<file path="config.mk">
export PLATFORM = sky130hd
export DESIGN_NAME = mwqs_div
export DESIGN_NICKNAME = d
export VERILOG_FILES = /design/src/hdl/mwqs_pkg.sv /design/src/hdl/mwqs_div.sv
export SDC_FILE = /design/constraint.sdc
export NUM_CORES = 1
export LEC_CHECK = 0
export ABC_AREA = 1
export BUFFER_PORTS_ARGS = -buffer_cell sky130_fd_sc_hd__buf_4
export CORE_MARGIN = 3
export CORE_UTILIZATION = 60
export DETAILED_ROUTE_END_ITERATION = 8
export GPL_TIMING_DRIVEN = 1
export PLACE_DENSITY = 0.88
export RECOVER_POWER = 25
export SYNTH_ARGS = -nofsm -noshare
export SYNTH_HDL_FRONTEND = slang
export SYNTH_SLANG_ARGS = --single-unit
</file>
<file path="constraint.sdc">
create_clock -name clk_i -period 5.3 [get_ports clk_i]
set_clock_uncertainty 0.15 [all_clocks]
set_input_delay 1.06 -clock clk_i [delete_from_list [all_inputs] [get_ports clk_i]]
set_output_delay 1.06 -clock clk_i [all_outputs]
set_load 0.01 [all_outputs]
</file>
<file path="src/hdl/mwqs_pkg.sv">
package mwqs_pkg;

  localparam int unsigned LINK_W  = 3;
  localparam int unsigned DELAY_W = 32;
  localparam int unsigned MEAN_W  = 40;
  localparam int unsigned COUNT_W = 32;
  localparam int unsigned MASK_W  = 8;
  localparam int unsigned CAP_W   = 6;
  localparam int unsigned FRAC_W  = 8;
  localparam int unsigned IN_W    = 16;
  localparam int unsigned OUT_W   = 96;
  localparam int unsigned DIV_CNT_W = 6;

  localparam logic [COUNT_W-1:0] COUNT_MAX = '1;

  localparam logic KIND_PACKET  = 1'b0;
  localparam logic KIND_SUMMARY = 1'b1;

  typedef enum logic [2:0] {
    S_IDLE,
    S_ARRIVE,
    S_SELECT,
    S_READ,
    S_START,
    S_DIVIDE,
    S_EMIT,
    S_SUMMARY
  } state_e;

endpackage

</file>
<file path="src/hdl/mwqs_div.sv">
module mwqs_div (
  input  logic                          clk_i,
  input  logic                          rst_ni,
  input  logic                          start_i,
  input  logic [mwqs_pkg::MEAN_W-1:0]   dividend_i,
  input  logic [mwqs_pkg::COUNT_W-1:0]  divisor_i,
  output logic                          done_o,
  output logic [mwqs_pkg::MEAN_W-1:0]   quotient_o,
  output logic                          rem_nz_o
);
  import mwqs_pkg::*;

  logic                 busy_q;
  logic                 done_q;
  logic [DIV_CNT_W-1:0] cnt_q;
  logic [MEAN_W-1:0]    quo_q;
  logic [COUNT_W-1:0]   rem_q;
  logic [COUNT_W-1:0]   div_q;
  logic [COUNT_W:0]     trial;
  logic                 ge;

  assign trial = {rem_q, quo_q[MEAN_W-1]};
  assign ge    = trial >= {1'b0, div_q};

  always_ff @(posedge clk_i or negedge rst_ni) begin
    if (!rst_ni) begin
      busy_q <= 1'b0;
      done_q <= 1'b0;
      cnt_q  <= '0;
    end else if (start_i) begin
      busy_q <= 1'b1;
      done_q <= 1'b0;
      cnt_q  <= DIV_CNT_W'(MEAN_W - 1);
    end else if (busy_q) begin
      if (cnt_q == '0) begin
        busy_q <= 1'b0;
        done_q <= 1'b1;
      end else begin
        cnt_q <= cnt_q - 1'b1;
      end
    end else begin
      done_q <= 1'b0;
    end
  end

  // restoring division, one quotient bit per cycle
  always_ff @(posedge clk_i) begin
    if (start_i) begin
      quo_q <= dividend_i;
      rem_q <= '0;
      div_q <= divisor_i;
    end else if (busy_q) begin
      rem_q <= ge ? COUNT_W'(trial - {1'b0, div_q}) : trial[COUNT_W-1:0];
      quo_q <= {quo_q[MEAN_W-2:0], ge};
    end
  end

  assign done_o     = done_q;
  assign quotient_o = quo_q;
  assign rem_nz_o   = rem_q != '0;

endmodule

</file>
* After elaboration in Yosys (flattened, before gate mapping)
Index checks and enable logic that the tools add are counted.
W data, S select, Z words.
** Storage, ports and cells
- Memory bits (read-only) :: 0
- Logic and storage cells :: 27
- Bits of input ports :: 75
- Output and inout bits :: 42
- Memories kept :: 0
- Latch bits :: 0
- Register bits :: 112
- Memory bits (writable) :: 0
** Operators by class
- Magnitude comparators :: 1
- Bitwise logic cells :: 0
- Muxes and demuxes :: 12
- Eq/ne operators :: 2
- Add/subtract/negate cells :: 2
- Reductions and logical operators :: 4
- Div/mod/pow operators :: 0
- $mul :: 0
- Shift-type cells :: 0
** Operators with widths (number)
- $mux W40 :: 2
- $ge A33 B32 Y1 :: 1
- $mux W32 :: 1
- $reduce_bool A32 Y1 :: 1
- $sub A32 B32 Y32 :: 1
- $mux W6 :: 3
- $logic_not A6 Y1 :: 1
- $mux W1 :: 6
- $sub A6 B1 Y6 const B :: 1
- $ne A3 B2 Y1 const B :: 1
- $ne A2 B2 Y1 const B :: 1
- $reduce_and A2 Y1 :: 1
- $reduce_bool A2 Y1 :: 1

* Logic depth before layout (Yosys ltp)
Gate-level depths: netlist of the first run.
- Word-level depth :: 4
- Mapped depth :: 16
- Mapped depth without buffers :: 16

* Worst setup path after synthesis of the first run
OpenSTA, ideal clock, no wires.
- Path kind :: input to register
- From :: in start_i
- To :: reg quo_q[0] (netlist: quotient_o[0]), enable pin
- Setup slack :: 1.905 ns
- Required time :: 4.729 ns
- Stages :: 4
- Arrival :: 2.824 ns
- Buffers on the path :: 2
- Library setup time :: 0.421 ns
- Cells stage by stage :: buf_2 nor2_1 inv_1 clkbuf_1
** On the way
- Word-level cells in the longest chain between the ends :: 1
** RTL lines
- start: declaration :: line mwqs_div.sv:4 : input logic start_i,
- $reduce_bool A2 Y1 (no source line)
- end signal: assignment :: line mwqs_div.sv:49 : quo_q <= dividend_i;
- end signal: assignment :: line mwqs_div.sv:54 : quo_q <= {quo_q[MEAN_W-2:0], ge};
- end: declaration :: line mwqs_div.sv:16 : logic [MEAN_W-1:0] quo_q;
No other way between the ends.
A chain may end at the register's enable or synchronous reset.

==> results of run 1 <==
==> sequential cells by signal (all words and copies together), names as in the netlist <==
name	count
quotient_o	40
div_q	32
rem_q	32
cnt_q	6
busy_q	1
done_o	1
==> worst max-delay path: stages <==
cell and delay (ps):
clkbuf_1 120, clkinv_1 70, clkbuf_1 680, nand2_1 290, clkinv_1 880, nand3_1 390
o21ai_1 110
==> worst min path at each step <==
| stage | start | end | slack (ps) | depth (start not counted) |
|---|---|---|---|---|
| floorplan | rem_q[24] | rem_q[24] | 300 | 2 |
| global placement | rem_q[27] | rem_q[27] | 310 | 2 |
| detailed placement | rem_q[27] | rem_q[27] | 320 | 2 |
| CTS | rem_q[27] | rem_q[27] | 330 | 2 |
| global route | rem_q[28] | rem_q[28] | 350 | 2 |
| finish | rem_q[28] | rem_q[28] | 330 | 2 |
==> synthesized netlist by cell type (all sizes together) <==
master and number:
a31oi 1, buf 13, xor2 3, nand3b 16, nand4 6, o22ai 1
or2 2, a21oi 25, edfxtp 72, clkinv 2, inv 183, clkbuf 10
nor3 10, ha 34, o21ai 23, and3 1, dfrtp 8, o21bai 4
nor2 45, nand2 424, dfxtp 32, and2 1, xnor2 13, a32oi 1
nand3 87, nor4 4, fa 1
==> where the power goes <==
group	switching (mW)	internal [mW]	total [mW]
sequential	0.0975	1.08	1.17
clock	0.342	0.376	0.717
combinational	1.04	0.596	1.64
total	1.48	2.05	3.53
==> area by class of cell <==
class / instances / area (um2) / share of cell area
Sequential cell: 112 / 3000 / 0.354
Inverter: 185 / 694 / 0.0820
Timing Repair Buffer: 119 / 878 / 0.104
Clock buffer: 10 / 229 / 0.0270
Multi-Input combinational cell: 702 / 3420 / 0.403
Clock inverter: 6 / 72.6 / 0.00857
Tap cell: 143 / 179 / 0.0211
==> routing by layer <==
layer  GRT usage  wire (um)
met5           0          0
met4       0.104        481
met3      0.0726       1720
met2       0.462       8550
met1       0.370       7690
==> cell families (layout without fill, tap and decap cells) <==
logic type | Yosys count | count (layout) | synth area share
AND/OR/NAND/NOR | 596 | 596 | 0.351
buffers and inverters | 208 | 320 | 0.114
flip-flops | 112 | 112 | 0.415
AO/OA/AOI/OAI | 55 | 55 | 0.0403
adder cells (fa/ha/maj) | 35 | 35 | 0.0615
XOR/XNOR | 16 | 16 | 0.0194
==> metrics.yaml, run 1 <==
cts:
  cts.sinks: 112
  cts_buffers: 9
  cts_tree: "built"
  post_cts_buffers: 0
  cts_buffer_depth: 2
  clk_pin_slew_ps: 70
  root_buffer: "clkbuf_16"
  cts-resized-gates: 0
  cts_htree_levels: 3
  clock_latency_ps: 360
  cts_hold_buf: 0
final_layout:
  nets: 1239
  final_core_util: 0.729
  n_antenna_cell: 0
  n_fill_cell: 902
  stdcell_area_mm2: 0.00847
  drive_above_1_share: 0.138
  mostFrequentLayoutCell: "nand2_1"
  finalNonFillerCells: 1277
  final_cell_mix: "414 x nand2_1, 181 x inv_1, 84 x nand3_1, 84 x buf_4, 72 x edfxtp_1"
  area_delta_synth_final_pct: 17.0
synthesis:
  avgSynthCellArea_um2: 7.09
  synth.largest_area_cell: "edfxtp_1"
  synth_top_area_frac: 0.299
  synth_area_mm2: 0.00724
  syn_inst: 1022
  synth_seq_cells: 112
  syn_nets: 1132
  ys.warnings.count: 0
  synthTopCellsByArea: "edfxtp_1 30%, nand2_1 21%, inv_1 9.4%, dfxtp_1 8.8%, ha_1 5.9%"
  synth.distinct_cells: 37
  ys_seq_area_frac: 0.415
drt:
  num_vias: 6744
  wire_per_inst_um: 14.4
  viasPerCell: 5.28
  finalWirelength_mm: 18.4
  drt_iter0_markers: 487
  drt-pass1-iter-count: 5
  drc: 0
  drt.antenna.violating_nets: 0
die:
  num_rows: 39
  core_area_mm2: 0.0116
  initial_core_util: 0.624
  die_width_um: 116
  die_h_um: 116
  ios: 117
  die_area_mm2: 0.0134
global_routing:
  grt.total_usage: 0.285
  grt_overflow: 0
  grt_max_degree: 76
  grt_pass1_wl_mm: 30.2
  antenna_found_initial: 0
  grt_pass1_vias: 6478
power:
  power_mw: 3.53
  power_per_cell_area_mw_per_mm2: 416
  vdd_drop_max_mv: 0.241
  leakagePower_nw: 4.58
sta:
  setup_viol: 0
  fin_setup_tns_ps: 0
  timing.final.crit_share: 0.676
  final.setup.worst_slack_ps: 1720
  rsz0062_at_grt: "no"
  final.min_clock_period_ps: 3580
  hold-worst-slack_ps: 334
  worst_pin_slew_ps: 1750
  clock.fmax_mhz: 279
  slew_viol_final: 44
  slew_headroom: -0.164
  hold_viol_final: 0
critical_path:
  critPathCaptureType: "register"
  critPathLaunchType: "input pin"
  cp-endpoint: "rem_q[3]"
  r2r_start: "rem_q[19]"
  critPathLaunch: "start_i"
  worstPathArrival_ps: 3630
  reg2reg_depth: 14
  timing.rr.end: "rem_q[17]"
  r2r_slack_ps: 2170
  path_max_fanout: 43
  worst-setup-path-type: "input pin to register"
  cp_data_required_time_ps: 5350
placement:
  gp_congestion: 0.970
  portBuffers: 116
  place_area_mm2: 0.00819
  dp_hpwl_mm: 13.8
  placed_cells: 1261
  pre_cts_ws_ps: 2040
worst_hold_path:
  min_path_type: "register to register"
run:
  maxCapViolations: 1
run_status:
  status: "finished, violations left"
  violations: "capacitance limit, slew limit"
(Power assumes the default switching activity.)
==> run 2, diff against run 1 <==
CORE_UTILIZATION = 58   (was 60)
PLACE_DENSITY = 0.86   (was 0.88)
clock period = 3.5 ns   (was 5.3 ns; I/O delays follow)
==> run 2 against run 1 <==
Effect of this change: the flow now finishes without violations; sequential share of layout area shrank 0.18 points; die area grew 3.3%; worst hold slack got worse by 10 ps; largest power group unchanged.
==> metrics.yaml, run 2 (synthesis results as in run 1) <==
die:
  initial_core_util: 0.598
  die_h_um: 118
  die_area_mm2: 0.0139
  ios: 117
  core_area_mm2: 0.0121
  die_width_um: 118
  num_rows: 40
critical_path:
  path_max_fanout: 3
  reg2reg_depth: 11
  cp_cell_sequence: "nor4_1, nand3_1, nor3_1, nand4_1, buf_4"
  critPathCaptureType: "output port"
  slowest_delay_ps: 400
  worstPathArrival_ps: 1910
  critPathLaunchType: "register"
  worst-path-buf-inv: 1
  crit_slowest_cell: "nor4_1"
  timing.rr.end: "rem_q[9]"
  cp-endpoint: "rem_nz_o"
  r2r_start: "div_q[18]"
  path_delay_family: "simple AND/OR/NAND/NOR gates"
  cp_num_cells: 5
  critPathLaunch: "rem_q[12]"
  r2r_slack_ps: 760
  cp_data_required_time_ps: 2650
  worst-setup-path-type: "register to output port"
global_routing:
  grt.total_usage: 0.288
  grt_overflow: 0
  grt_pass1_wl_mm: 32.0
  grt_max_degree: 58
  grt_pass1_vias: 6618
  antenna_found_initial: 0
cts:
  clk_pin_slew_ps: 70
  root_buffer: "clkbuf_16"
  cts_tree: "built"
  cts_htree_levels: 3
  cts-resized-gates: 0
  cts_hold_buf: 1
  clock_latency_ps: 360
  cts_buffers: 9
  cts.sinks: 112
  post_cts_buffers: 0
  cts_buffer_depth: 2
final_layout:
  final_cell_mix: "414 x nand2_1, 181 x inv_1, 87 x buf_4"
  area_delta_synth_final_pct: 17.6
  stdcell_area_mm2: 0.00851
  finalNonFillerCells: 1307
  n_antenna_cell: 0
  nets: 1244
  seqCellArea_mm2: 0.00300
  multi_input_area_mm2: 0.00342
  largest_reg_flops: 40
  n_fill_cell: 1028
  drive_above_1_share: 0.139
  mostFrequentLayoutCell: "nand2_1"
sta:
  timing.final.crit_share: 0.788
  fin_setup_tns_ps: 0
  slew_viol_final: 0
  clock.fmax_mhz: 362
  rsz0062_at_grt: "no"
  final.setup.worst_slack_ps: 741
  setup_viol: 0
  hold_viol_final: 0
  slew_headroom: 0.212
  worst_pin_slew_ps: 1180
  final.min_clock_period_ps: 2760
drt:
  viasPerCell: 5.22
  drt.antenna.violating_nets: 0
  drt-pass1-iter-count: 5
  num_vias: 6824
  met1_length_mm: 8.04
  wl_met3_mm: 1.99
  drt_iter0_markers: 594
  finalWirelength_mm: 19.4
  wl_met2_mm: 8.78
  drc: 0
  wire_per_inst_um: 14.8
  topRoutingLayerUsed: "met4"
placement:
  pre_cts_ws_ps: 787
  gp_congestion: 0.987
  portBuffers: 116
  placed_cells: 1290
  dp_hpwl_mm: 15.1
  place_area_mm2: 0.00825
worst_hold_path:
  min_path_type: "register to register"
  whs_path_depth: 2
run_status:
  status: "completed"
power:
  leakagePower_nw: 4.58
  vdd_drop_max_mv: 0.330
  power_per_cell_area_mw_per_mm2: 623
run:
  maxCapViolations: 0
run 2: stage by stage:
stage,utilization,power (mW),hold slack (ps)
6_report,0.703,5.30,324
3_3_place_gp,0.681,4.24,315
4_1_cts,0.704,5.27,325
2_1_floorplan,-,3.62,254
5_1_grt,0.703,5.71,343
3_5_place_dp,0.681,4.28,315
run 2: worst min-delay path, cell delays in order, from the launching register on:
cell	delay, ps
dfxtp_1	330
nand2_1	60
nand2_1	40
run 2: how the worst min path moves through the flow:
stage | slack, ps | to | start
after CTS | 330 | rem_q[28] | rem_q[28]
after global routing | 340 | rem_q[26] | rem_q[26]
after global placement | 310 | rem_q[28] | rem_q[28]
after detailed placement | 320 | rem_q[28] | rem_q[28]
final | 320 | rem_q[28] | rem_q[28]
after floorplan | 250 | busy_q | rst_ni
run 2: per-layer routing:
layer | up-vias | track usage
li1 | 3407 | -
met1 | 3057 | 0.373
met2 | 321 | 0.465
met3 | 39 | 0.0735
met4 | 0 | 0.111
met5 | - | 0
run 2: area by class of cell:
cell class / instances / area share
Inverter: 185 / 0.0816
Multi-Input combinational cell: 702 / 0.401
Tap cell: 168 / 0.0247
Sequential cell: 112 / 0.353
Clock buffer: 13 / 0.0294
Clock inverter: 3 / 0.00294
Timing Repair Buffer: 124 / 0.108
run 2: where the power goes:
part           total, mW  internal, mW  switching, mW
clock              0.988         0.508          0.480
sequential          1.78          1.63          0.153
combinational       2.53         0.911           1.62
total               5.30          3.05           2.26
==> run 3, diff against run 2 <==
clock period = 2.56 ns   (was 3.5 ns; I/O delays follow)
==> run 3 against run 2 <==
Effect of this change: routed wire length grew 3.5%; first-iteration DRC count is 13% lower; final area increased by 1.6%; cell count increased by 0.61%; sequential share of layout area shrank 0.57 points; core utilization grew 1.2 points.
==> metrics.yaml, run 3 (synthesis results as in run 1) <==
run_status:
  status: "completed"
global_routing:
  busiest_layer: "met2"
  grt_overflow: 0
  use_met1: 0.383
  grtUsageMet3: 0.0750
  grt_max_degree: 56
  grt_pass1_wl_mm: 32.2
  grt_pass1_vias: 6631
  antenna_found_initial: 0
  grtUsageMet2: 0.467
  grt.total_usage: 0.290
sta:
  clock.fmax_mhz: 414
  slew_headroom: 0.373
  final.min_clock_period_ps: 2410
  worst_pin_slew_ps: 940
  slew_viol_final: 0
  final.setup.worst_slack_ps: 147
  hold-worst-slack_ps: 196
  setup_viol: 0
  timing.final.crit_share: 0.943
  hold_viol_final: 0
  rsz0062_at_grt: "yes"
critical_path:
  worstPathArrival_ps: 2510
  cp_data_required_time_ps: 2660
  worst-setup-path-type: "register to register"
  crit_top_cell: "nand2_1"
  critPathCaptureType: "register"
  crit_slowest_cell: "fa_1"
  path_max_fanout: 3
  slowest_delay_ps: 440
  critPathLaunchType: "register"
  cp_cell_sequence: "inv_1, ha_1, fa_1, o21bai_1, buf_4, nand2_1, nand2_1, nand2_1, nand3_1, nand2_1, nand2_1, nand2_1, nand3_1, nand2_1"
  r2r_slack_ps: 150
placement:
  pre_cts_ws_ps: 191
  portBuffers: 116
  dp_hpwl_mm: 15.4
  gp_congestion: 1.02
  place_area_mm2: 0.00834
  placed_cells: 1298
die:
  core_area_mm2: 0.0121
  ios: 117
  die_h_um: 118
  num_rows: 40
  die_area_mm2: 0.0139
  die_width_um: 118
  initial_core_util: 0.598
power:
  switchingPower_mw: 3.18
  p_seq_frac: 0.322
  power.share.switching: 0.422
  clock_power_share: 0.195
  leakagePower_nw: 4.65
  power_per_cell_area_mw_per_mm2: 870
  vdd_drop_max_mv: 0.457
  p_comb_frac: 0.483
  p_int_mw: 4.35
cts:
  root_buffer: "clkbuf_16"
  cts.sinks: 112
  cts_buffer_depth: 2
  clock_latency_ps: 360
  clk_pin_slew_ps: 80
  cts_tree: "built"
  cts_htree_levels: 3
  post_cts_buffers: 0
  cts_buffers: 9
worst_hold_path:
  min_path_type: "input pin to register"
final_layout:
  largest_reg_flops: 40
  drive_above_1_share: 0.148
  n_antenna_cell: 0
  nets: 1252
  stdcell_area_mm2: 0.00865
  area_delta_synth_final_pct: 19.5
  finalNonFillerCells: 1315
  final_core_util: 0.715
  mostFrequentLayoutCell: "nand2_1"
  final_cell_mix: "413 x nand2_1, 181 x inv_1, 93 x buf_4"
drt:
  drt_iter0_markers: 515
  finalWirelength_mm: 20.1
  wire_per_inst_um: 15.2
  drt.antenna.violating_nets: 0
  viasPerCell: 5.23
  num_vias: 6882
  drc: 0
  drt-pass1-iter-count: 5
run:
  maxCapViolations: 0
## run 3: changes by cell type in the layout (fill, tap and decap cells not counted), sizes merged
cell,previous run,this run
buf,87,96
clkbuf,49,45
bufinv,0,1
clkinv,3,4
inv,184,185
## run 3: layer usage
layer	vias to the layer above	part of all wire
met5	-	0
met4	0	0.029
met3	43	0.10
met2	318	0.46
met1	3092	0.41
li1	3429	-
## run 3: path summary, 6_finish.rpt
| path | from | to | cells after the start |
|---|---|---|---|
| min in group asynchronous | rst_ni | cnt_q[5] | 2 |
| max reg2reg | quotient_o[39] | rem_q[24] | 14 |
| max in group asynchronous | rst_ni | cnt_q[0] | 2 |
| min reg2reg | rem_q[24] | rem_q[24] | 2 |
| max | quotient_o[39] | rem_q[24] | 14 |
| min | divisor_i[28] | div_q[28] | 1 |
## run 3: critical path, delay by kind of cell, from the launching register on
kind                       cells  cell delay (ps)
AOI/OAI and AO/OA              1              250
and+or+nand+nor                9              680
adders and majority gates      2              660
buffers and inverters          2              230
DFF                            1              350
## run 3: power by group through the flow
| stage | clock [mW] | combinational, mW | sequential (mW) |
|---|---|---|---|
| 2_1_floorplan | 0 | 2.52 | 2.44 |
| 3_3_place_gp | 0 | 3.51 | 2.44 |
| 3_5_place_dp | 0 | 3.55 | 2.45 |
| 4_1_cts | 1.49 | 3.58 | 2.42 |
| 5_1_grt | 1.56 | 4.05 | 2.45 |
| 6_report | 1.47 | 3.64 | 2.42 |
## run 3: cell type report
cell class                      instances  area, um2
Clock buffer                           10        229
Tap cell                              168        210
Sequential cell                       112       3000
Multi-Input combinational cell        702       3420
Clock inverter                          6       78.8
Inverter                              185        694
Timing Repair Buffer                  132       1020
Fill cell                            1003       3460
## run 3: what timing repair did
action,in CTS,in global routing
endpoints found under the hold margin,8,0
endpoints found under the setup margin,0,4
hold buffers,1,0
gates resized for setup,0,2
## run 3: through the flow
stage	setup TNS [ps]	power (mW)
after global routing	-7.50	8.07
final	0	7.53
after CTS	0	7.49
after floorplan	0	4.95
after global placement	0	5.95
after detailed placement	0	6.00
